`config.mk`:
```
export PLATFORM = sky130hd
export DESIGN_NAME = ordered_array_crud_engine
export DESIGN_NICKNAME = d
export VERILOG_FILES = /design/src/sv/oace_pkg.sv /design/src/sv/ordered_array_crud_engine.sv /design/src/sv/oace_fifo.sv /design/src/sv/oace_front.sv /design/src/sv/oace_back.sv
export SDC_FILE = /design/constraint.sdc
export NUM_CORES = 1
export LEC_CHECK = 0
export BUFFER_PORTS_ARGS = -buffer_cell sky130_fd_sc_hd__clkbuf_2
export CAP_MARGIN = 20
export CORE_MARGIN = 4
export CORE_UTILIZATION = 45
export CTS_BUF_LIST = sky130_fd_sc_hd__clkbuf_8
export CTS_CLUSTER_DIAMETER = 200
export CTS_CLUSTER_SIZE = 12
export DETAILED_ROUTE_END_ITERATION = 8
export GPL_TIMING_DRIVEN = 0
export PLACE_DENSITY_LB_ADDON = 0.08
export SYNTH_ARGS = -nofsm -noshare
export SYNTH_HDL_FRONTEND = slang
export SYNTH_SLANG_ARGS = --single-unit
```
`constraint.sdc`:
```
create_clock -name clk -period 5.6 [get_ports clk]
set_clock_uncertainty 0.05 [all_clocks]
set_input_delay 1.12 -clock clk [delete_from_list [all_inputs] [get_ports clk]]
set_output_delay 1.12 -clock clk [all_outputs]
set_load 0.05 [all_outputs]
```
`src/sv/oace_pkg.sv`:
```
// Shared types and codes for the ordered array engine.
`default_nettype none

package oace_pkg;

  // request codes
  localparam logic [2:0] REQ_TRAVERSE = 3'd0;
  localparam logic [2:0] REQ_UPDATE   = 3'd1;
  localparam logic [2:0] REQ_DELETE   = 3'd2;
  localparam logic [2:0] REQ_SEARCH   = 3'd3;
  localparam logic [2:0] REQ_INSERT   = 3'd4;

  // result status codes
  localparam logic [2:0] ST_OK        = 3'd0;
  localparam logic [2:0] ST_NOT_FOUND = 3'd1;
  localparam logic [2:0] ST_BAD_POS   = 3'd2;
  localparam logic [2:0] ST_FULL      = 3'd3;
  localparam logic [2:0] ST_EMPTY     = 3'd4;

  localparam int POS_W = 4;
  localparam int VAL_W = 32;

  // classified request handed from front to back
  typedef struct packed {
    logic [2:0]              op;
    logic [2:0]              status;
    logic [POS_W-1:0]        pos;
    logic signed [VAL_W-1:0] value;
  } cmd_t;

endpackage

`default_nettype wire

```
`src/sv/ordered_array_crud_engine.sv`:
```
// Top level of the ordered array engine: front end, command queue and back end.
`default_nettype none

// Keeps a packed array of up to DEPTH signed 32-bit words plus a fill count,
// and serves one request per input item: traverse, update, delete, search or
// insert (req_type 0..4; codes 5..7 are taken and dropped without a result).
// Each request yields one or more result items, the final one flagged by
// out_last. Traverse gives one item per valid entry, search one per match;
// every other request, and every error (empty, bad position, full, not
// found), gives exactly one item. out_fill_count is the count after the
// request. The front end checks each request against its own running count
// and queues a command (two deep), so requests keep arriving while the back
// end works. The back end owns the entry memory, which has one read and one
// write port, and that read port sets the pace. Delete and insert read every
// moved entry once (an insert at the append point moves nothing and reads
// none). A stalled output holds its item while the back end waits; the
// result register frees the back end as soon as the item is taken.
// No clearing pass is needed after reset: entries at or above the count are
// never read.

module ordered_array_crud_engine import oace_pkg::*; #(
  parameter int DEPTH = 16
) (
  input  wire logic                    clk,
  input  wire logic                    rst_n,
  input  wire logic                    in_valid,
  output logic                         in_stall,
  input  wire logic [2:0]              in_req_type,
  input  wire logic [POS_W-1:0]        in_position,
  input  wire logic signed [VAL_W-1:0] in_value,
  output logic                         out_valid,
  input  wire logic                    out_stall,
  output logic signed [VAL_W-1:0]      out_value,
  output logic [POS_W-1:0]             out_index,
  output logic [2:0]                   out_status,
  output logic [4:0]                   out_fill_count,
  output logic                         out_last
);

  localparam int CW = $clog2(DEPTH + 1);
  localparam int DW = $bits(cmd_t) + CW;

  // front -> queue
  logic          f_push;
  cmd_t          f_cmd;
  logic [CW-1:0] f_fill;
  logic          q_full;

  // queue -> back
  logic          q_not_empty;
  logic          q_pop;
  logic [DW-1:0] q_data;
  cmd_t          b_cmd;
  logic [CW-1:0] b_fill;

  oace_front #(
    .DEPTH(DEPTH),
    .CW   (CW)
  ) u_front (
    .clk        (clk),
    .rst_n      (rst_n),
    .in_valid   (in_valid),
    .in_stall   (in_stall),
    .in_req_type(in_req_type),
    .in_position(in_position),
    .in_value   (in_value),
    .q_full     (q_full),
    .q_push     (f_push),
    .q_cmd      (f_cmd),
    .q_fill     (f_fill)
  );

  oace_fifo #(
    .DW(DW)
  ) u_queue (
    .clk      (clk),
    .rst_n    (rst_n),
    .push     (f_push),
    .push_data({f_cmd, f_fill}),
    .pop      (q_pop),
    .full     (q_full),
    .not_empty(q_not_empty),
    .pop_data (q_data)
  );

  assign b_cmd  = q_data[DW-1:CW];
  assign b_fill = q_data[CW-1:0];

  oace_back #(
    .DEPTH(DEPTH),
    .CW   (CW)
  ) u_back (
    .clk           (clk),
    .rst_n         (rst_n),
    .q_valid       (q_not_empty),
    .q_cmd         (b_cmd),
    .q_fill        (b_fill),
    .q_pop         (q_pop),
    .out_valid     (out_valid),
    .out_stall     (out_stall),
    .out_value     (out_value),
    .out_index     (out_index),
    .out_status    (out_status),
    .out_fill_count(out_fill_count),
    .out_last      (out_last)
  );

endmodule

`default_nettype wire

```
`src/sv/oace_fifo.sv`:
```
// Two-entry command queue between front and back.
`default_nettype none

module oace_fifo #(
  parameter int DW = 8
) (
  input  wire logic          clk,
  input  wire logic          rst_n,
  input  wire logic          push,
  input  wire logic [DW-1:0] push_data,
  input  wire logic          pop,
  output logic               full,
  output logic               not_empty,
  output logic [DW-1:0]      pop_data
);

  logic [DW-1:0] slot_r [2];
  logic          wr_ptr_r, wr_ptr_nxt;
  logic          rd_ptr_r, rd_ptr_nxt;
  logic [1:0]    cnt_r, cnt_nxt;
  logic          do_push, do_pop;

  assign full      = (cnt_r == 2'd2);
  assign not_empty = (cnt_r != 2'd0);
  assign pop_data  = slot_r[rd_ptr_r];
  assign do_push   = push && !full;
  assign do_pop    = pop && not_empty;

  always_comb begin
    wr_ptr_nxt = do_push ? !wr_ptr_r : wr_ptr_r;
    rd_ptr_nxt = do_pop ? !rd_ptr_r : rd_ptr_r;
    cnt_nxt    = cnt_r;
    if (do_push && !do_pop) begin
      cnt_nxt = cnt_r + 2'd1;
    end else if (do_pop && !do_push) begin
      cnt_nxt = cnt_r - 2'd1;
    end
  end

  always_ff @(posedge clk) begin
    if (!rst_n) begin
      wr_ptr_r <= 1'b0;
      rd_ptr_r <= 1'b0;
      cnt_r    <= 2'd0;
    end else begin
      wr_ptr_r <= wr_ptr_nxt;
      rd_ptr_r <= rd_ptr_nxt;
      cnt_r    <= cnt_nxt;
    end
  end

  always_ff @(posedge clk) begin
    if (do_push) begin
      slot_r[wr_ptr_r] <= push_data;
    end
  end

endmodule

`default_nettype wire

```
`src/sv/oace_front.sv`:
```
// Front end: accepts requests, checks them against the running count, queues commands.
`default_nettype none

module oace_front import oace_pkg::*; #(
  parameter int DEPTH = 16,
  parameter int CW    = $clog2(DEPTH + 1)
) (
  input  wire logic                    clk,
  input  wire logic                    rst_n,
  input  wire logic                    in_valid,
  output logic                         in_stall,
  input  wire logic [2:0]              in_req_type,
  input  wire logic [POS_W-1:0]        in_position,
  input  wire logic signed [VAL_W-1:0] in_value,
  input  wire logic                    q_full,
  output logic                         q_push,
  output cmd_t                         q_cmd,
  output logic [CW-1:0]                q_fill
);

  localparam int PW = (CW > POS_W) ? CW : POS_W;

  logic [CW-1:0] count_r, count_nxt;
  logic [PW-1:0] posx, cntx;
  logic          keep;
  logic          accept;

  assign in_stall = q_full;
  assign accept   = in_valid && !q_full;
  assign posx     = PW'(in_position);
  assign cntx     = PW'(count_r);

  always_comb begin
    q_cmd.op     = in_req_type;
    q_cmd.status = ST_OK;
    q_cmd.pos    = in_position;
    q_cmd.value  = in_value;
    q_fill       = count_r;
    keep         = 1'b1;
    case (in_req_type)
      REQ_TRAVERSE: begin
        if (count_r == '0) begin
          q_cmd.status = ST_EMPTY;
          q_cmd.value  = '0;
          q_cmd.pos    = '0;
        end
      end
      REQ_UPDATE: begin
        if (count_r == '0) begin
          q_cmd.status = ST_EMPTY;
        end else if (posx >= cntx) begin
          q_cmd.status = ST_BAD_POS;
        end
      end
      REQ_DELETE: begin
        if (count_r == '0) begin
          q_cmd.status = ST_EMPTY;
        end else if (posx >= cntx) begin
          q_cmd.status = ST_BAD_POS;
        end else begin
          q_fill = count_r - 1'b1;
        end
      end
      REQ_SEARCH: begin
        if (count_r == '0) begin
          q_cmd.status = ST_EMPTY;
          q_cmd.pos    = '0;
        end
      end
      REQ_INSERT: begin
        if (count_r == CW'(DEPTH)) begin
          q_cmd.status = ST_FULL;
        end else if (posx > cntx) begin
          q_cmd.status = ST_BAD_POS;
        end else begin
          q_fill = count_r + 1'b1;
        end
      end
      default: begin
        keep = 1'b0;
      end
    endcase
  end

  assign q_push    = accept && keep;
  assign count_nxt = q_push ? q_fill : count_r;

  always_ff @(posedge clk) begin
    if (!rst_n) begin
      count_r <= '0;
    end else begin
      count_r <= count_nxt;
    end
  end

endmodule

`default_nettype wire

```
`src/sv/oace_back.sv`:
```
// Back end: entry memory, read/shift sequencer and result register.
`default_nettype none

module oace_back import oace_pkg::*; #(
  parameter int DEPTH = 16,
  parameter int CW    = $clog2(DEPTH + 1),
  parameter int AW    = (DEPTH > 1) ? $clog2(DEPTH) : 1
) (
  input  wire logic                clk,
  input  wire logic                rst_n,
  input  wire logic                q_valid,
  input  wire cmd_t                q_cmd,
  input  wire logic [CW-1:0]       q_fill,
  output logic                     q_pop,
  output logic                     out_valid,
  input  wire logic                out_stall,
  output logic signed [VAL_W-1:0]  out_value,
  output logic [POS_W-1:0]         out_index,
  output logic [2:0]               out_status,
  output logic [4:0]               out_fill_count,
  output logic                     out_last
);

  localparam int PW = (CW > POS_W) ? CW : POS_W;

  localparam logic [1:0] S_IDLE = 2'd0;
  localparam logic [1:0] S_RUN  = 2'd1;
  localparam logic [1:0] S_FIN  = 2'd2;

  logic signed [VAL_W-1:0] mem_r [DEPTH];

  logic [1:0]              state_r, state_nxt;
  cmd_t                    cur_r, cur_nxt;
  logic [CW-1:0]           fill_r, fill_nxt;
  logic [AW-1:0]           rd_addr_r, rd_addr_nxt;
  logic [CW-1:0]           left_r, left_nxt;
  logic                    pend_r, pend_nxt;
  logic [AW-1:0]           pend_idx_r, pend_idx_nxt;
  logic                    hold_r, hold_nxt;
  logic [AW-1:0]           hold_idx_r, hold_idx_nxt;
  logic signed [VAL_W-1:0] removed_r, removed_nxt;
  logic signed [VAL_W-1:0] rdata_r;

  logic                    out_valid_r, out_valid_nxt;
  logic signed [VAL_W-1:0] out_value_r;
  logic [POS_W-1:0]        out_index_r;
  logic [2:0]              out_status_r;
  logic [4:0]              out_fill_r;
  logic                    out_last_r;

  logic                    out_free;
  logic                    re, we, consume, match;
  logic [AW-1:0]           waddr;
  logic signed [VAL_W-1:0] wdata;
  logic                    emit;
  logic signed [VAL_W-1:0] e_value;
  logic [POS_W-1:0]        e_index;
  logic [2:0]              e_status;
  logic                    e_last;

  assign out_free = !out_valid_r || !out_stall;
  assign match    = (rdata_r == cur_r.value);

  always_comb begin
    state_nxt    = state_r;
    cur_nxt      = cur_r;
    fill_nxt     = fill_r;
    rd_addr_nxt  = rd_addr_r;
    left_nxt     = left_r;
    pend_nxt     = pend_r;
    pend_idx_nxt = pend_idx_r;
    hold_nxt     = hold_r;
    hold_idx_nxt = hold_idx_r;
    removed_nxt  = removed_r;
    q_pop        = 1'b0;
    re           = 1'b0;
    we           = 1'b0;
    waddr        = pend_idx_r;
    wdata        = rdata_r;
    consume      = 1'b0;
    emit         = 1'b0;
    e_value      = cur_r.value;
    e_index      = cur_r.pos;
    e_status     = cur_r.status;
    e_last       = 1'b1;
    case (state_r)
      S_IDLE: begin
        if (q_valid) begin
          q_pop    = 1'b1;
          cur_nxt  = q_cmd;
          fill_nxt = q_fill;
          pend_nxt = 1'b0;
          hold_nxt = 1'b0;
          state_nxt = S_RUN;
          if (q_cmd.status != ST_OK) begin
            state_nxt = S_FIN;
          end else begin
            case (q_cmd.op)
              REQ_TRAVERSE, REQ_SEARCH: begin
                rd_addr_nxt = '0;
                left_nxt    = q_fill;
              end
              REQ_DELETE: begin
                rd_addr_nxt = AW'(q_cmd.pos);
                left_nxt    = CW'(PW'(q_fill) + PW'(1) - PW'(q_cmd.pos));
              end
              REQ_INSERT: begin
                // walk from the top entry down to the insert point
                rd_addr_nxt = AW'(q_fill - CW'(2));
                left_nxt    = CW'(PW'(q_fill) - PW'(1) - PW'(q_cmd.pos));
                if (PW'(q_fill) - PW'(1) == PW'(q_cmd.pos)) begin
                  state_nxt = S_FIN;
                end
              end
              default: begin
                state_nxt = S_FIN;
              end
            endcase
          end
        end
      end
      S_RUN: begin
        if (!pend_r && left_r == '0) begin
          state_nxt = (cur_r.op == REQ_TRAVERSE) ? S_IDLE : S_FIN;
        end else begin
          if (pend_r) begin
            consume = (cur_r.op == REQ_TRAVERSE || cur_r.op == REQ_SEARCH) ? out_free : 1'b1;
          end
          if (consume) begin
            case (cur_r.op)
              REQ_TRAVERSE: begin
                emit     = 1'b1;
                e_value  = rdata_r;
                e_index  = POS_W'(pend_idx_r);
                e_status = ST_OK;
                e_last   = (left_r == '0);
              end
              REQ_SEARCH: begin
                // a match is held back until the next one shows it is not the last
                if (match) begin
                  if (hold_r) begin
                    emit     = 1'b1;
                    e_index  = POS_W'(hold_idx_r);
                    e_status = ST_OK;
                    e_last   = 1'b0;
                  end
                  hold_nxt     = 1'b1;
                  hold_idx_nxt = pend_idx_r;
                end
              end
              REQ_DELETE: begin
                if (pend_idx_r == AW'(cur_r.pos)) begin
                  removed_nxt = rdata_r;
                end else begin
                  we    = 1'b1;
                  waddr = AW'(pend_idx_r - 1'b1);
                end
              end
              REQ_INSERT: begin
                we    = 1'b1;
                waddr = AW'(pend_idx_r + 1'b1);
              end
              default: begin
              end
            endcase
          end
          if (left_r != '0 && (!pend_r || consume)) begin
            re           = 1'b1;
            pend_nxt     = 1'b1;
            pend_idx_nxt = rd_addr_r;
            rd_addr_nxt  = (cur_r.op == REQ_INSERT) ? AW'(rd_addr_r - 1'b1)
                                                    : AW'(rd_addr_r + 1'b1);
            left_nxt     = left_r - 1'b1;
          end else if (consume) begin
            pend_nxt = 1'b0;
          end
        end
      end
      S_FIN: begin
        if (out_free) begin
          emit      = 1'b1;
          state_nxt = S_IDLE;
          if (cur_r.status == ST_OK) begin
            case (cur_r.op)
              REQ_SEARCH: begin
                if (hold_r) begin
                  e_index = POS_W'(hold_idx_r);
                end else begin
                  e_index  = '0;
                  e_status = ST_NOT_FOUND;
                end
              end
              REQ_DELETE: begin
                e_value = removed_r;
              end
              REQ_UPDATE, REQ_INSERT: begin
                we    = 1'b1;
                waddr = AW'(cur_r.pos);
                wdata = cur_r.value;
              end
              default: begin
              end
            endcase
          end
        end
      end
      default: begin
        state_nxt = S_IDLE;
      end
    endcase
  end

  assign out_valid_nxt = emit ? 1'b1 : (out_valid_r && out_stall);

  always_ff @(posedge clk) begin
    if (!rst_n) begin
      state_r     <= S_IDLE;
      pend_r      <= 1'b0;
      hold_r      <= 1'b0;
      left_r      <= '0;
      out_valid_r <= 1'b0;
    end else begin
      state_r     <= state_nxt;
      pend_r      <= pend_nxt;
      hold_r      <= hold_nxt;
      left_r      <= left_nxt;
      out_valid_r <= out_valid_nxt;
    end
  end

  always_ff @(posedge clk) begin
    cur_r      <= cur_nxt;
    fill_r     <= fill_nxt;
    rd_addr_r  <= rd_addr_nxt;
    pend_idx_r <= pend_idx_nxt;
    hold_idx_r <= hold_idx_nxt;
    removed_r  <= removed_nxt;
    if (emit) begin
      out_value_r  <= e_value;
      out_index_r  <= e_index;
      out_status_r <= e_status;
      out_fill_r   <= 5'(fill_r);
      out_last_r   <= e_last;
    end
  end

  always_ff @(posedge clk) begin
    if (we) begin
      mem_r[waddr] <= wdata;
    end
    if (re) begin
      rdata_r <= mem_r[rd_addr_r];
    end
  end

  assign out_valid      = out_valid_r;
  assign out_value      = out_value_r;
  assign out_index      = out_index_r;
  assign out_status     = out_status_r;
  assign out_fill_count = out_fill_r;
  assign out_last       = out_last_r;

endmodule

`default_nettype wire

```
* Word level (Yosys, flattened, before mapping)
Memories as Yosys holds them, arrays and structs flattened. A register that Yosys moved wholly into a read port is not among the register bits. Index checks and enable logic that the tools add are counted.
Cells by class: equal/unequal tests 29, magnitude comparators 2, multiplexer cells 121, bitwise operators 3, $add $sub $neg 14, reduce and logical (&&, ||, !) cells 46
Operators with widths (number):
- two-way mux 32 bit | 11
- two-way mux 4 bit | 19
- one-hot mux 32 bit (2 select lines) | 1
- one-hot mux 4 bit (2 select lines) | 6
- two-way mux 5 bit | 8
- two-way mux 39 bit | 1
- two-way mux 1 bit | 38
- == test 32 bit | 1
- two-way mux 3 bit | 10
- two-way mux 2 bit | 10
- one-hot mux 5 bit (2 select lines) | 2
- == test 3 x 2 -> 1 bit (second input constant) | 6
- one-hot mux 5 bit (3 select lines) | 1
- subtractor 5 x 1 -> 5 bit (second input constant) | 3
- one-hot mux 1 bit (2 select lines) | 7
- zero test 3 bit | 4
- != test 2 x 1 -> 1 bit (second input constant) | 6
- one-hot mux 3 bit (2 select lines) | 2
- one-hot mux 3 bit (4 select lines) | 1
- one-hot mux 4 bit (3 select lines) | 1
- AND reduction 6 bit | 2
- adder 5 x 1 -> 5 bit (second input constant) | 2
- zero test 5 bit | 2
- AND reduction 5 bit | 2
- other kinds (35) | 69
Storage, ports and cells: register bits after elaboration 155, memories kept 2, output and inout port bits 47, memory bits (writable) 606, word-level logic and storage cells 240, bits of input ports 43
Memories:
- u_back.mem_r | depth 16, width 32, rd ports 1, clocked after Yosys merged registers in 1, wr ports 1, line oace_back.sv:30 | logic signed [VAL_W-1:0] mem_r [DEPTH];
- u_queue.slot_r | depth 2, width 47, rd ports 1, clocked after Yosys merged registers in 1, wr ports 1, line oace_fifo.sv:17 | logic [DW-1:0] slot_r [2];

* Depth between registers and ports, before layout
Gate-level depths: netlist (run 1).
word-level depth 11, mapped depth 13, depth with buffers taken out 11

* Cells and area by module
Synthesis (run 1) repeated with hierarchy kept, for this count alone.
Unflattened totals: cell total of the unflattened synthesis 1761, area, all modules 32907.8 um2
Modules (own cells, without submodules):
- oace_back | area each 28277.1 um2, cells each 1451, seq. area each 20619.8 um2, times used 1
- oace_fifo | area each 3632.2 um2, cells each 171, seq. area each 2922.8 um2, times used 1
- oace_front | area each 998.5 um2, cells each 139, seq. area each 100.1 um2, times used 1

* Least setup slack after synthesis (run 1)
Ideal clock, no wire load.
path type input-to-reg, start input port out_stall, end memory u_back.mem_r[2][0], enable pin, stages on the path 7, data arrival time 4.971 ns, slack 0.111 ns, required time 5.082 ns, setup time 0.468 ns, cells stage by stage a2111oi_2 -> nor3b_2 -> mux2i_1 -> o21ai_1 -> o22ai_2 -> buf_6 -> nor3b_1
On the way: longest elaborated chain between the ends 11, elaborated cells between the ends (all ways) 16, those cells by class mux: 14; reduce/logical: 2
RTL lines:
- start, declared | line ordered_array_crud_engine.sv:32 | input wire logic out_stall,
- zero test 1 bit * | line oace_back.sv:61 | assign out_free = !out_valid_r || !out_stall;
- logical OR 1 bit * | line oace_back.sv:61
- two-way mux 1 bit | line oace_back.sv:127 | consume = (cur_r.op == REQ_TRAVERSE || cur_r.op == REQ_SEARCH) ? out_free : 1'b1;
- two-way mux 1 bit | line oace_back.sv:126 | if (pend_r) begin
- two-way mux 1 bit | line oace_back.sv:123 | if (!pend_r && left_r == '0) begin
- two-way mux 1 bit | line oace_back.sv:86 | case (state_r)
- two-way mux 1 bit | line oace_back.sv:129 | if (consume) begin
- two-way mux 1 bit | line oace_back.sv:123
- one-hot mux 1 bit (2 select lines) | line oace_back.sv:86
- two-way mux 1 bit | line oace_back.sv:248 | if (we) begin
- two-way mux 1 bit (not written as such) | line oace_back.sv:249 | mem_r[waddr] <= wdata;
- end, declared | line oace_back.sv:30
Every way passes the cells marked *; elsewhere a longest branch is shown, timed or not. The select of a mux whose other input is x is not followed.

==> results.cfg, run 1 <==
[min_path]
worst_min_delay_path_category = flop to flop
hold_path.startpoint = u_back.fill_r[4]$_DFFE_PP_
worst_hold_path.num_cells = 0

[placement]
place_hpwl_um = 63100
dp.cells = 2983
placement.io_buffers = 88
dpl_worst_slack_ns = 0.524
final_gp_congestion = 0.896

[sta]
final-max-slew-violation-count = 0
max_freq_ghz = 0.226
slew_headroom = 0.265
finalWorstPathRequiredPeriod_ns = 4.42
setup_viol = 0
finalWorstSetupSlack_ns = 1.18
finalSetupTns_ns = 0
finalHoldViolCount = 0
worst-slew-pin-transition_ns = 1.10
period_share = 0.789
setup_repair_after_global_routing_missed_its_margin = no

[yosys]
yosys_warnings = 0
synth_seq_area_share = 0.717
postSynthAreaPerCell_um2 = 17.6
synth.ff_latch_count = 794
synth.cell_area_mm2 = 0.0330
synth_top_cell_by_area = edfxtp_1
synth.most_common_cell = edfxtp_1
mappedNetlistNets = 1952
yosysUniqueCellTypes = 76
synth_top_cell_area_share = 0.705
yosys-top-cells-count = edfxtp_1, nand2_1, mux4_2
postSynth.topFlopCell = edfxtp_1
synthCells = 1877
synth-edff-count = 774
synth-async-reset-ratio = 0
yosys-top-cells-area = edfxtp_1, mux4_2, nand2_1

[finish]
design.final.nets = 2209
multi_input_area_mm2 = 0.00872
filler_cell_count = 5950
layout.area.seq_mm2 = 0.0236
finish.cell_count_without_fillers = 3102
synth_to_final_area_change_pct = 12.5
drive_above_1_share = 0.233

[clock_network]
clock_transition_at_the_register_clock_pins_on_the_worst_setup_and_hold_paths_after_cts_ns = 0.09
cts_inserted_buffers = 76
post_cts.resized_instances = 0
clockBufferDepth = 3
tritoncts_num_sinks = 794
worst_skew_pair.late_latency_ns = 0.70
cts-htree-levels = 3
cts_root_buffer = clkbuf_8
post-cts-setup-buffer-count = 0
ctsHoldBuffers = 0
cts_tree = done

[global_route]
grt_antenna_before_repair = 1
grt_start_max_net_pins = 33
grt.overflow.total = 0
wire_length_of_the_first_global_routing_pass_um = 129000
via_count_of_the_first_global_routing_pass = 18500
global_route.usage.total = 0.227

[power_and_ir_drop]
vdd.ir_drop.worst_v = 0.000239
power_density_mw_per_mm2 = 401
leakagePower_nw = 12.1

[setup_path]
timing.critical_path.to_type = flop
worstPathMaxFanout = 10
timing.critical_path.required_ns = 6.13
criticalPathCategory = flop to flop
critical_path.startpoint_type = flop
r2r.worst_path.cells = 12
cp_data_arrival_time_ns = 4.95

[drt]
post-route-drc-count = 0
drt_first_iter_violations = 1887
route.final.wire_length_um = 88800
avg_vias_per_cell = 5.94
drtAntennaViolNets = 0
routed_wire_length_per_instance_um = 28.6
vias = 18400
drt-pass1-iter-count = 6

[die]
floorplan.die.width_um = 279
design.die.area_mm2 = 0.0776
initial_utilization = 0.457
ioPinCount = 90
chipHeight_um = 279
core-area_mm2 = 0.0721
floorplan.rows = 98

[job]
cap_violations = 0

[run_status]
outcome = completed
[area by class of cell]
type                       instances  share of cell area
clock inverter                    17             0.00307
clock buffer                      77              0.0286
buffer                           102              0.0110
inverter                          85             0.00860
tap                              950              0.0321
antenna                            2            0.000135
multi-input combinational        896               0.235
sequential                       794               0.638
timing repair buffer             179              0.0438
[path summary, 6_finish.rpt]
path                                             end  slack, ns
setup / recovery       u_back.left_r[4]$_SDFFE_PN0P_       1.18
hold reg to reg   u_back.out_fill_count[4]$_DFFE_PP_       0.37
hold / removal    u_back.out_fill_count[4]$_DFFE_PP_       0.37
setup reg to reg       u_back.left_r[4]$_SDFFE_PN0P_       1.18
[stage by stage]
stage / total power [mW] / hold WS, ns / cell area (µm²) / utilization
2_1_floorplan: 10.2 / 0.350 / 33000 / -
3_3_place_gp: 11.6 / 0.358 / 34600 / 0.480
3_5_place_dp: 11.7 / 0.357 / 35700 / 0.495
4_1_cts: 14.9 / 0.366 / 36900 / 0.511
5_1_grt: 15.6 / 0.371 / 37100 / 0.514
6_report: 14.9 / 0.371 / 37100 / 0.514
[registers in the layout, summed over array words and instances (netlist names), 2 cells and up, named ones only]
register,count
u_back.mem_r,512
u_queue.slot_r,94
u_back.cur_r,42
u_back.out_value,32
u_back.rdata_r,32
u_back.removed_r,32
u_back.fill_r,5
u_back.left_r,5
u_back.out_fill_count,5
u_front.cntx,5
u_back.hold_idx_r,4
u_back.out_index,4
u_back.pend_idx_r,4
u_back.rd_addr_r,4
u_back.out_status,3
u_back.state_r,2
u_queue.cnt_r,2
[power by group]
part | total (mW) | switching (mW) | internal [mW]
logic | 4.33 | 2.67 | 1.66
registers | 7.34 | 0.280 | 7.06
clock network | 3.20 | 1.94 | 1.26
total | 14.9 | 4.89 | 9.99
[metal layers]
| metal | wire [µm] | GRT usage | up-vias |
|---|---|---|---|
| li1 | - | - | 7924 |
| met1 | 39000 | 0.326 | 9682 |
| met4 | 2430 | 0.0610 | 0 |
| met3 | 5760 | 0.0452 | 139 |
| met2 | 41600 | 0.360 | 669 |
| met5 | 0 | 0 | - |
[cells in the final DEF (no fill, tap or decap), types with 9 or more instances in the layout]
cell	instances
o21ai_1	41
mux2i_1	17
buf_1	23
dfxtp_1	20
nand3_1	14
edfxtp_1	774
o221ai_1	35
nor2b_1	37
buf_6	34
mux4_2	160
xor2_1	14
mux2_2	39
xnor2_1	46
nand2_1	168
nor3_1	12
a22oi_1	32
ha_1	29
nand4_1	11
buf_12	9
buf_4	17
nor2_1	20
o21ai_0	50
buf_8	29
a31oi_1	11
a21oi_1	21
clkbuf_8	79
clkbuf_2	88
inv_1	91
clkbuf_1	72
[worst max-delay path: stages (launching register included)]
cell and delay (ns):
dfxtp_1 0.44, buf_1 0.49, clkbuf_1 0.72, mux2i_1 0.55, inv_1 0.13, ha_1 0.35, ha_1 0.28, a21o_1 0.17
a21oi_1 0.18, xor2_1 0.28, o21ai_1 0.09, a222oi_1 0.45, o22ai_1 0.15
[logic make-up after synthesis]
logic type               count (synthesis)  share of synthesized area
flip-flops                             794                      0.717
AND/OR/NAND/NOR                        325                     0.0500
AO/OA/AOI/OAI                          262                     0.0538
multiplexers                           217                      0.128
buffers and inverters                  187                     0.0220
XOR/XNOR                                60                     0.0159
adder cells (fa/ha/maj)                 32                     0.0128
Power figures use the tool's default switching activity.
==> run 2: changes to the inputs <==
--- a/config.mk
+++ b/config.mk
@@ -5,6 +5,7 @@
 export SDC_FILE = /design/constraint.sdc
 export NUM_CORES = 1
 export LEC_CHECK = 0
+export ABC_AREA = 1
 export BUFFER_PORTS_ARGS = -buffer_cell sky130_fd_sc_hd__clkbuf_2
 export CAP_MARGIN = 20
 export CORE_MARGIN = 4
==> constraint.sdc (replaced) <==
create_clock -name clk -period 3.6 [get_ports clk]
set_clock_uncertainty 0.05 [all_clocks]
set_input_delay 0.72 -clock clk [delete_from_list [all_inputs] [get_ports clk]]
set_output_delay 0.72 -clock clk [all_outputs]
set_load 0.05 [all_outputs]
==> run 2 against run 1 <==
Effect of this change: area after synthesis up 2.6%; cell area up 2.0%; register-to-register slack worse by 0.95 ns; routed wire length up 22%; synthesized cell count up 52%; critical endpoint is now u_back.mem_r[12][24]$_DFFE_PP_; worst setup slack worse by 0.95 ns; die area up 2.5%; via count up 31%; largest power group unchanged; first-iteration DRC count up 49%; flip-flop and latch count unchanged; cell count up 31%.
==> results.cfg, run 2 <==
[run_status]
outcome = completed

[die]
initial_utilization = 0.454
chipHeight_um = 282
ioPinCount = 90
design.die.area_mm2 = 0.0796
floorplan.rows = 100
core-area_mm2 = 0.0744
floorplan.die.width_um = 282

[drt]
vias = 24200
drt_first_iter_violations = 2816
drt-pass1-iter-count = 6
drtAntennaViolNets = 0
routed_wire_length_per_instance_um = 26.6
post-route-drc-count = 0
route.final.wire_length_um = 109000
avg_vias_per_cell = 5.93

[finish]
post-route-util = 0.508
drive_above_1_share = 0.112
finish.cell_count_without_fillers = 4079
registers.top_by_ff_count = u_back.mem_r
synth_to_final_area_change_pct = 11.8
layout_commonest_cell = edfxtp_1
largest_register_ffs = 512
design.final.nets = 3168
biggestRegsByFlops = u_back.mem_r: 512 flops, u_queue.slot_r: 94 flops, u_back.cur_r: 42 flops
area_of_all_placed_cells_without_fillers_mm2 = 0.0378
layout_common_cells = edfxtp_1, nor2_1, o21ai_0

[clock_network]
cts-htree-levels = 3
clockBufferDepth = 3
cts_root_buffer = clkbuf_8
tritoncts_num_sinks = 794
cts_inserted_buffers = 76
clock_transition_at_the_register_clock_pins_on_the_worst_setup_and_hold_paths_after_cts_ns = 0.08
cts_tree = done
worst_skew_pair.late_latency_ns = 0.71

[power_and_ir_drop]
power_frac_comb = 0.405
clockPowerShare = 0.174
power_switching_mw = 12.3
p_sw_frac = 0.426
leakagePower_nw = 13.2
vdd.ir_drop.worst_v = 0.000335
power_density_mw_per_mm2 = 762
seq_power_share = 0.420
internal-power_mw = 16.6

[global_route]
global_route.usage.total = 0.269
grt_antenna_before_repair = 3
grt_start_max_net_pins = 43
grt.met3_usage = 0.0465
globalRouteMet1Util = 0.381
grt.busiest_layer = met2
grt_use_met2 = 0.430
via_count_of_the_first_global_routing_pass = 23100
wire_length_of_the_first_global_routing_pass_um = 156000
grt.overflow.total = 0

[yosys]
yosysUniqueCellTypes = 42
yosys-top-cells-count = edfxtp_1, nor2_1, o21ai_0
mappedNetlistNets = 2932
synth.ff_latch_count = 794
synth-edff-count = 774
yosys_warnings = 0
synth.cell_area_mm2 = 0.0338
postSynth.topFlopCell = edfxtp_1
synth_top_cell_area_share = 0.687
postSynthAreaPerCell_um2 = 11.8
synth.most_common_cell = edfxtp_1
yosys-top-cells-area = edfxtp_1, o21ai_0, nor2_1
synth_top_cell_by_area = edfxtp_1
synthCells = 2857
synth-async-reset-ratio = 0
synth_seq_area_share = 0.699

[setup_path]
critical_path.startpoint_type = flop
worstPathMaxFanout = 21
cp_data_arrival_time_ns = 3.67
timing.critical_path.required_ns = 3.91
r2r_setup_slack_ns = 0.23
timing.critical_path.to_type = flop
criticalPathCategory = flop to flop
r2r-end = u_back.mem_r[12][24]$_DFFE_PP_
regToRegStartpoint = u_back.left_r[0]$_SDFFE_PN0P_
r2r.worst_path.cells = 13

[sta]
worst-slew-pin-transition_ns = 1.05
finalWorstPathRequiredPeriod_ns = 3.37
slew_headroom = 0.298
final-max-slew-violation-count = 0
max_freq_ghz = 0.297
finalWorstSetupSlack_ns = 0.234
finalHoldViolCount = 0
setup_repair_after_global_routing_missed_its_margin = no
setup_viol = 0
period_share = 0.935

[min_path]
hold_path.startpoint = in_req_type[1]
worst_hold_path.num_cells = 1
worst_min_delay_path_category = primary input to flop
min_to = u_queue.slot_r[1][45]$_DFFE_PP_

[placement]
dp.cells = 3963
dp_area_mm2 = 0.0364
final_gp_congestion = 0.913
place_hpwl_um = 75100
placement.io_buffers = 89
dpl_worst_slack_ns = -0.165

[job]
cap_violations = 0
## run 2: logic make-up (layout without fill, tap and decap cells)
| logic type | after synthesis | after routing | share of synthesized area |
|---|---|---|---|
| AOI/OAI and AO/OA | 736 | 736 | 0.127 |
| xor gates and xnor gates | 34 | 34 | 0.00880 |
| adders and majority gates | 32 | 32 | 0.0125 |
| buffers and inverters | 376 | 626 | 0.0427 |
| DFF | 794 | 794 | 0.699 |
| muxes | 33 | 33 | 0.0110 |
| other | 0 | 2 | 0 |
| and+or+nand+nor | 852 | 853 | 0.0992 |
## run 2: power groups by stage
stage	registers (mW)	clock network, mW	logic (mW)
CTS	12.1	5.14	11.6
finish	12.1	5.03	11.7
global route	12.2	5.51	12.6
floorplan	12.5	0	6.38
global placement	12.4	0	11.1
detailed placement	12.3	0	11.5
## run 2: what timing repair did
item	in CTS	in global routing
setup buffers	3	17
setup endpoints to repair	22	113
pin swaps	2	5
cloned	0	1
hold buffers	0	0
resized for setup	2	6
## run 2: area by class of cell
class / instances / area, µm²
Buffer: 156 / 623
Clock buffer: 79 / 1090
Timing Repair Buffer: 157 / 1410
Multi-Input combinational cell: 1688 / 8930
Clock inverter: 14 / 81.3
Inverter: 220 / 826
Tap cell: 969 / 1210
Antenna cell: 2 / 5.00
Fill cell: 6539 / 36600
Sequential cell: 794 / 23600
## run 2: how the worst max path moves through the flow
stage                                         from                             end  cells past startpoint
finish               u_back.left_r[0]$_SDFFE_PN0P_  u_back.mem_r[12][24]$_DFFE_PP_                     13
global route            u_back.cur_r[36]$_DFFE_PP_  u_back.mem_r[12][25]$_DFFE_PP_                     12
CTS                 u_back.state_r[0]$_SDFFE_PN0P_   u_back.mem_r[6][14]$_DFFE_PP_                      9
detailed placement                       out_stall   u_back.mem_r[5][13]$_DFFE_PP_                     10
global placement                         out_stall   u_back.mem_r[8][12]$_DFFE_PP_                     12
floorplan                                out_stall   u_back.mem_r[14][0]$_DFFE_PP_                     11
## run 2: worst max-delay path: stages (launching register included)
cell and delay (ns):
dfxtp_1 0.32, inv_1 0.09, ha_1 0.20, nand2_1 0.07
nor3_1 0.29, inv_1 0.23, o21ai_0 0.19, inv_1 0.09
nand3_1 0.08, nand2_1 0.06, nor2_1 0.13, nand2_1 0.33
nor2_4 0.59, buf_12 0.28
## run 2: metrics by stage
step / hold WS (ns) / total power, mW / setup TNS [ns]
finish: 0.258 / 28.8 / 0
global route: 0.205 / 30.3 / 0
CTS: 0.186 / 28.8 / 0
detailed placement: 0.355 / 23.8 / -12.86
global placement: 0.351 / 23.4 / -1534.59
floorplan: 0.350 / 18.9 / -8.32
## run 2: layer usage
metal,vias up,share of wire,wire length [µm]
met5,-,0,0
met4,0,0.033,3590
met3,199,0.085,9260
met2,1150,0.46,49900
met1,12100,0.42,45800
li1,10700,-,-
==> run 3: changes to the inputs <==
--- a/config.mk
+++ b/config.mk
@@ -10,11 +10,9 @@
 export CAP_MARGIN = 20
 export CORE_MARGIN = 4
 export CORE_UTILIZATION = 45
-export CTS_BUF_LIST = sky130_fd_sc_hd__clkbuf_8
 export CTS_CLUSTER_DIAMETER = 200
 export CTS_CLUSTER_SIZE = 12
 export DETAILED_ROUTE_END_ITERATION = 8
-export GPL_TIMING_DRIVEN = 0
 export PLACE_DENSITY_LB_ADDON = 0.08
 export SYNTH_ARGS = -nofsm -noshare
 export SYNTH_HDL_FRONTEND = slang
==> run 3 against run 2 <==
Effect of this change: cell count is 3.2% lower; critical path depth is the same; via count is 7.5% lower; clock-buffer cell count is 9 higher; sequential power about the same; maximum frequency up 13%.
==> results.cfg, run 3 (same netlist as run 2, synthesis figures left out) <==
[sta]
finalWorstSetupSlack_ns = 0.613
final-max-slew-violation-count = 0
slew_headroom = 0.292
period_share = 0.830
max_freq_ghz = 0.335
finalHoldViolCount = 0
setup_repair_after_global_routing_missed_its_margin = no
setup_viol = 0
finalWorstPathRequiredPeriod_ns = 2.99
worst-slew-pin-transition_ns = 1.06

[finish]
largest_register_ffs = 512
post-route-util = 0.512
layout_commonest_cell = edfxtp_1
n_antenna_cell = 0
registers.top_by_ff_count = u_back.mem_r
design.final.nets = 3039
finish.cell_count_without_fillers = 3948
layout_common_cells = edfxtp_1, nor2_1, o21ai_0
drive_above_1_share = 0.116
synth_to_final_area_change_pct = 12.7
biggestRegsByFlops = u_back.mem_r: 512 flops, u_queue.slot_r: 94 flops, u_back.cur_r: 42 flops
area_of_all_placed_cells_without_fillers_mm2 = 0.0381

[clock_network]
post-cts-setup-buffer-count = 0
clock_transition_at_the_register_clock_pins_on_the_worst_setup_and_hold_paths_after_cts_ns = 0.06
worst_skew_pair.late_latency_ns = 0.62
cts_tree = done
cts-htree-levels = 3
clockBufferDepth = 3
cts_root_buffer = clkbuf_16
tritoncts_num_sinks = 794
ctsHoldBuffers = 0
cts_inserted_buffers = 76
post_cts.resized_instances = 0

[global_route]
via_count_of_the_first_global_routing_pass = 21900
grt_start_max_net_pins = 155
grt.overflow.total = 0
grt_antenna_before_repair = 0
global_route.usage.total = 0.228
wire_length_of_the_first_global_routing_pass_um = 137000

[placement]
dpl_worst_slack_ns = 0.349
placement.io_buffers = 89
final_gp_congestion = 0.878
dp_area_mm2 = 0.0361
place_hpwl_um = 55600
dp.cells = 3855

[die]
design.die.area_mm2 = 0.0796
initial_utilization = 0.454
chipHeight_um = 282
floorplan.rows = 100
floorplan.die.width_um = 282
ioPinCount = 90
core-area_mm2 = 0.0744

[power_and_ir_drop]
leakagePower_nw = 13.4
vdd.ir_drop.worst_v = 0.000664
post-layout-total-power_mw = 29.5
power_density_mw_per_mm2 = 774

[drt]
drt-pass1-iter-count = 6
vias = 22400
drtAntennaViolNets = 0
route.final.wire_length_um = 90800
routed_wire_length_per_instance_um = 23.0
post-route-drc-count = 0
avg_vias_per_cell = 5.67
drt_first_iter_violations = 2050

[min_path]
worst_min_delay_path_category = primary input to flop

[setup_path]
cp_data_arrival_time_ns = 3.23
critical_path.startpoint_type = flop
timing.critical_path.required_ns = 3.85
timing.critical_path.to_type = flop
worstPathMaxFanout = 32
criticalPathCategory = flop to flop

[job]
cap_violations = 0

[run_status]
outcome = completed
run 3: cell types whose count changed in the layout (fill, tap and decap cells not counted), sizes merged:
cell and delta:
diode -2, nor2 -1, inv -10, buf -9, clkbuf -110, clkinv +2
clkinvlp -1
run 3: worst paths after layout:
kind	depth (start not counted)	end	start	slack, ns
worst max-delay path	13	u_back.mem_r[8][26]$_DFFE_PP_	u_back.left_r[0]$_SDFFE_PN0P_	0.61
worst min-delay path	1	u_queue.slot_r[0][44]$_DFFE_PP_	in_req_type[0]	0.32
worst max register to register	13	u_back.mem_r[8][26]$_DFFE_PP_	u_back.left_r[0]$_SDFFE_PN0P_	0.61
worst min register to register	0	u_back.out_fill_count[0]$_DFFE_PP_	u_back.fill_r[0]$_DFFE_PP_	0.37
run 3: routing by layer:
| layer | track usage | routed length (µm) | vias up |
|---|---|---|---|
| met4 | 0.0624 | 2370 | 0 |
| li1 | - | - | 10500 |
| met1 | 0.312 | 39500 | 11100 |
| met2 | 0.388 | 44800 | 633 |
| met5 | 0 | 0 | - |
| met3 | 0.0278 | 4060 | 135 |
run 3: area by class of cell:
| cell class | count | area [µm²] |
|---|---|---|
| clock inverters | 5 | 72.6 |
| clock buffers | 88 | 1970 |
| flip-flops and latches | 794 | 23600 |
| fillers | 6411 | 36300 |
| inverters | 220 | 832 |
| multi-input cells | 1687 | 8900 |
| well taps | 969 | 1210 |
| repair buffers | 185 | 1500 |
run 3: metrics by stage:
| stage | hold WS, ns | setup TNS, ns |
|---|---|---|
| finish | 0.324 | 0 |
| CTS | 0.292 | 0 |
| global placement | 0.357 | 0 |
| global route | 0.317 | 0 |
| detailed placement | 0.359 | 0 |
| floorplan | 0.350 | -8.32 |
run 3: power breakdown:
| group | internal (mW) | switching, mW | total (mW) |
|---|---|---|---|
| combinational | 2.96 | 7.26 | 10.2 |
| clock | 3.84 | 3.26 | 7.10 |
| sequential | 11.6 | 0.639 | 12.2 |
| total | 18.4 | 11.2 | 29.5 |
run 3: critical path: stages, from the launching register on:
cell and delay [ns]:
dfxtp_1 0.31, inv_1 0.09, ha_1 0.19, nand2_1 0.08
nor3_1 0.31, inv_1 0.22, o21ai_0 0.20, inv_1 0.10
nand3_1 0.10, nand2_1 0.07, nor2_1 0.16, nand2_1 0.27
nor2_4 0.21, buf_12 0.25
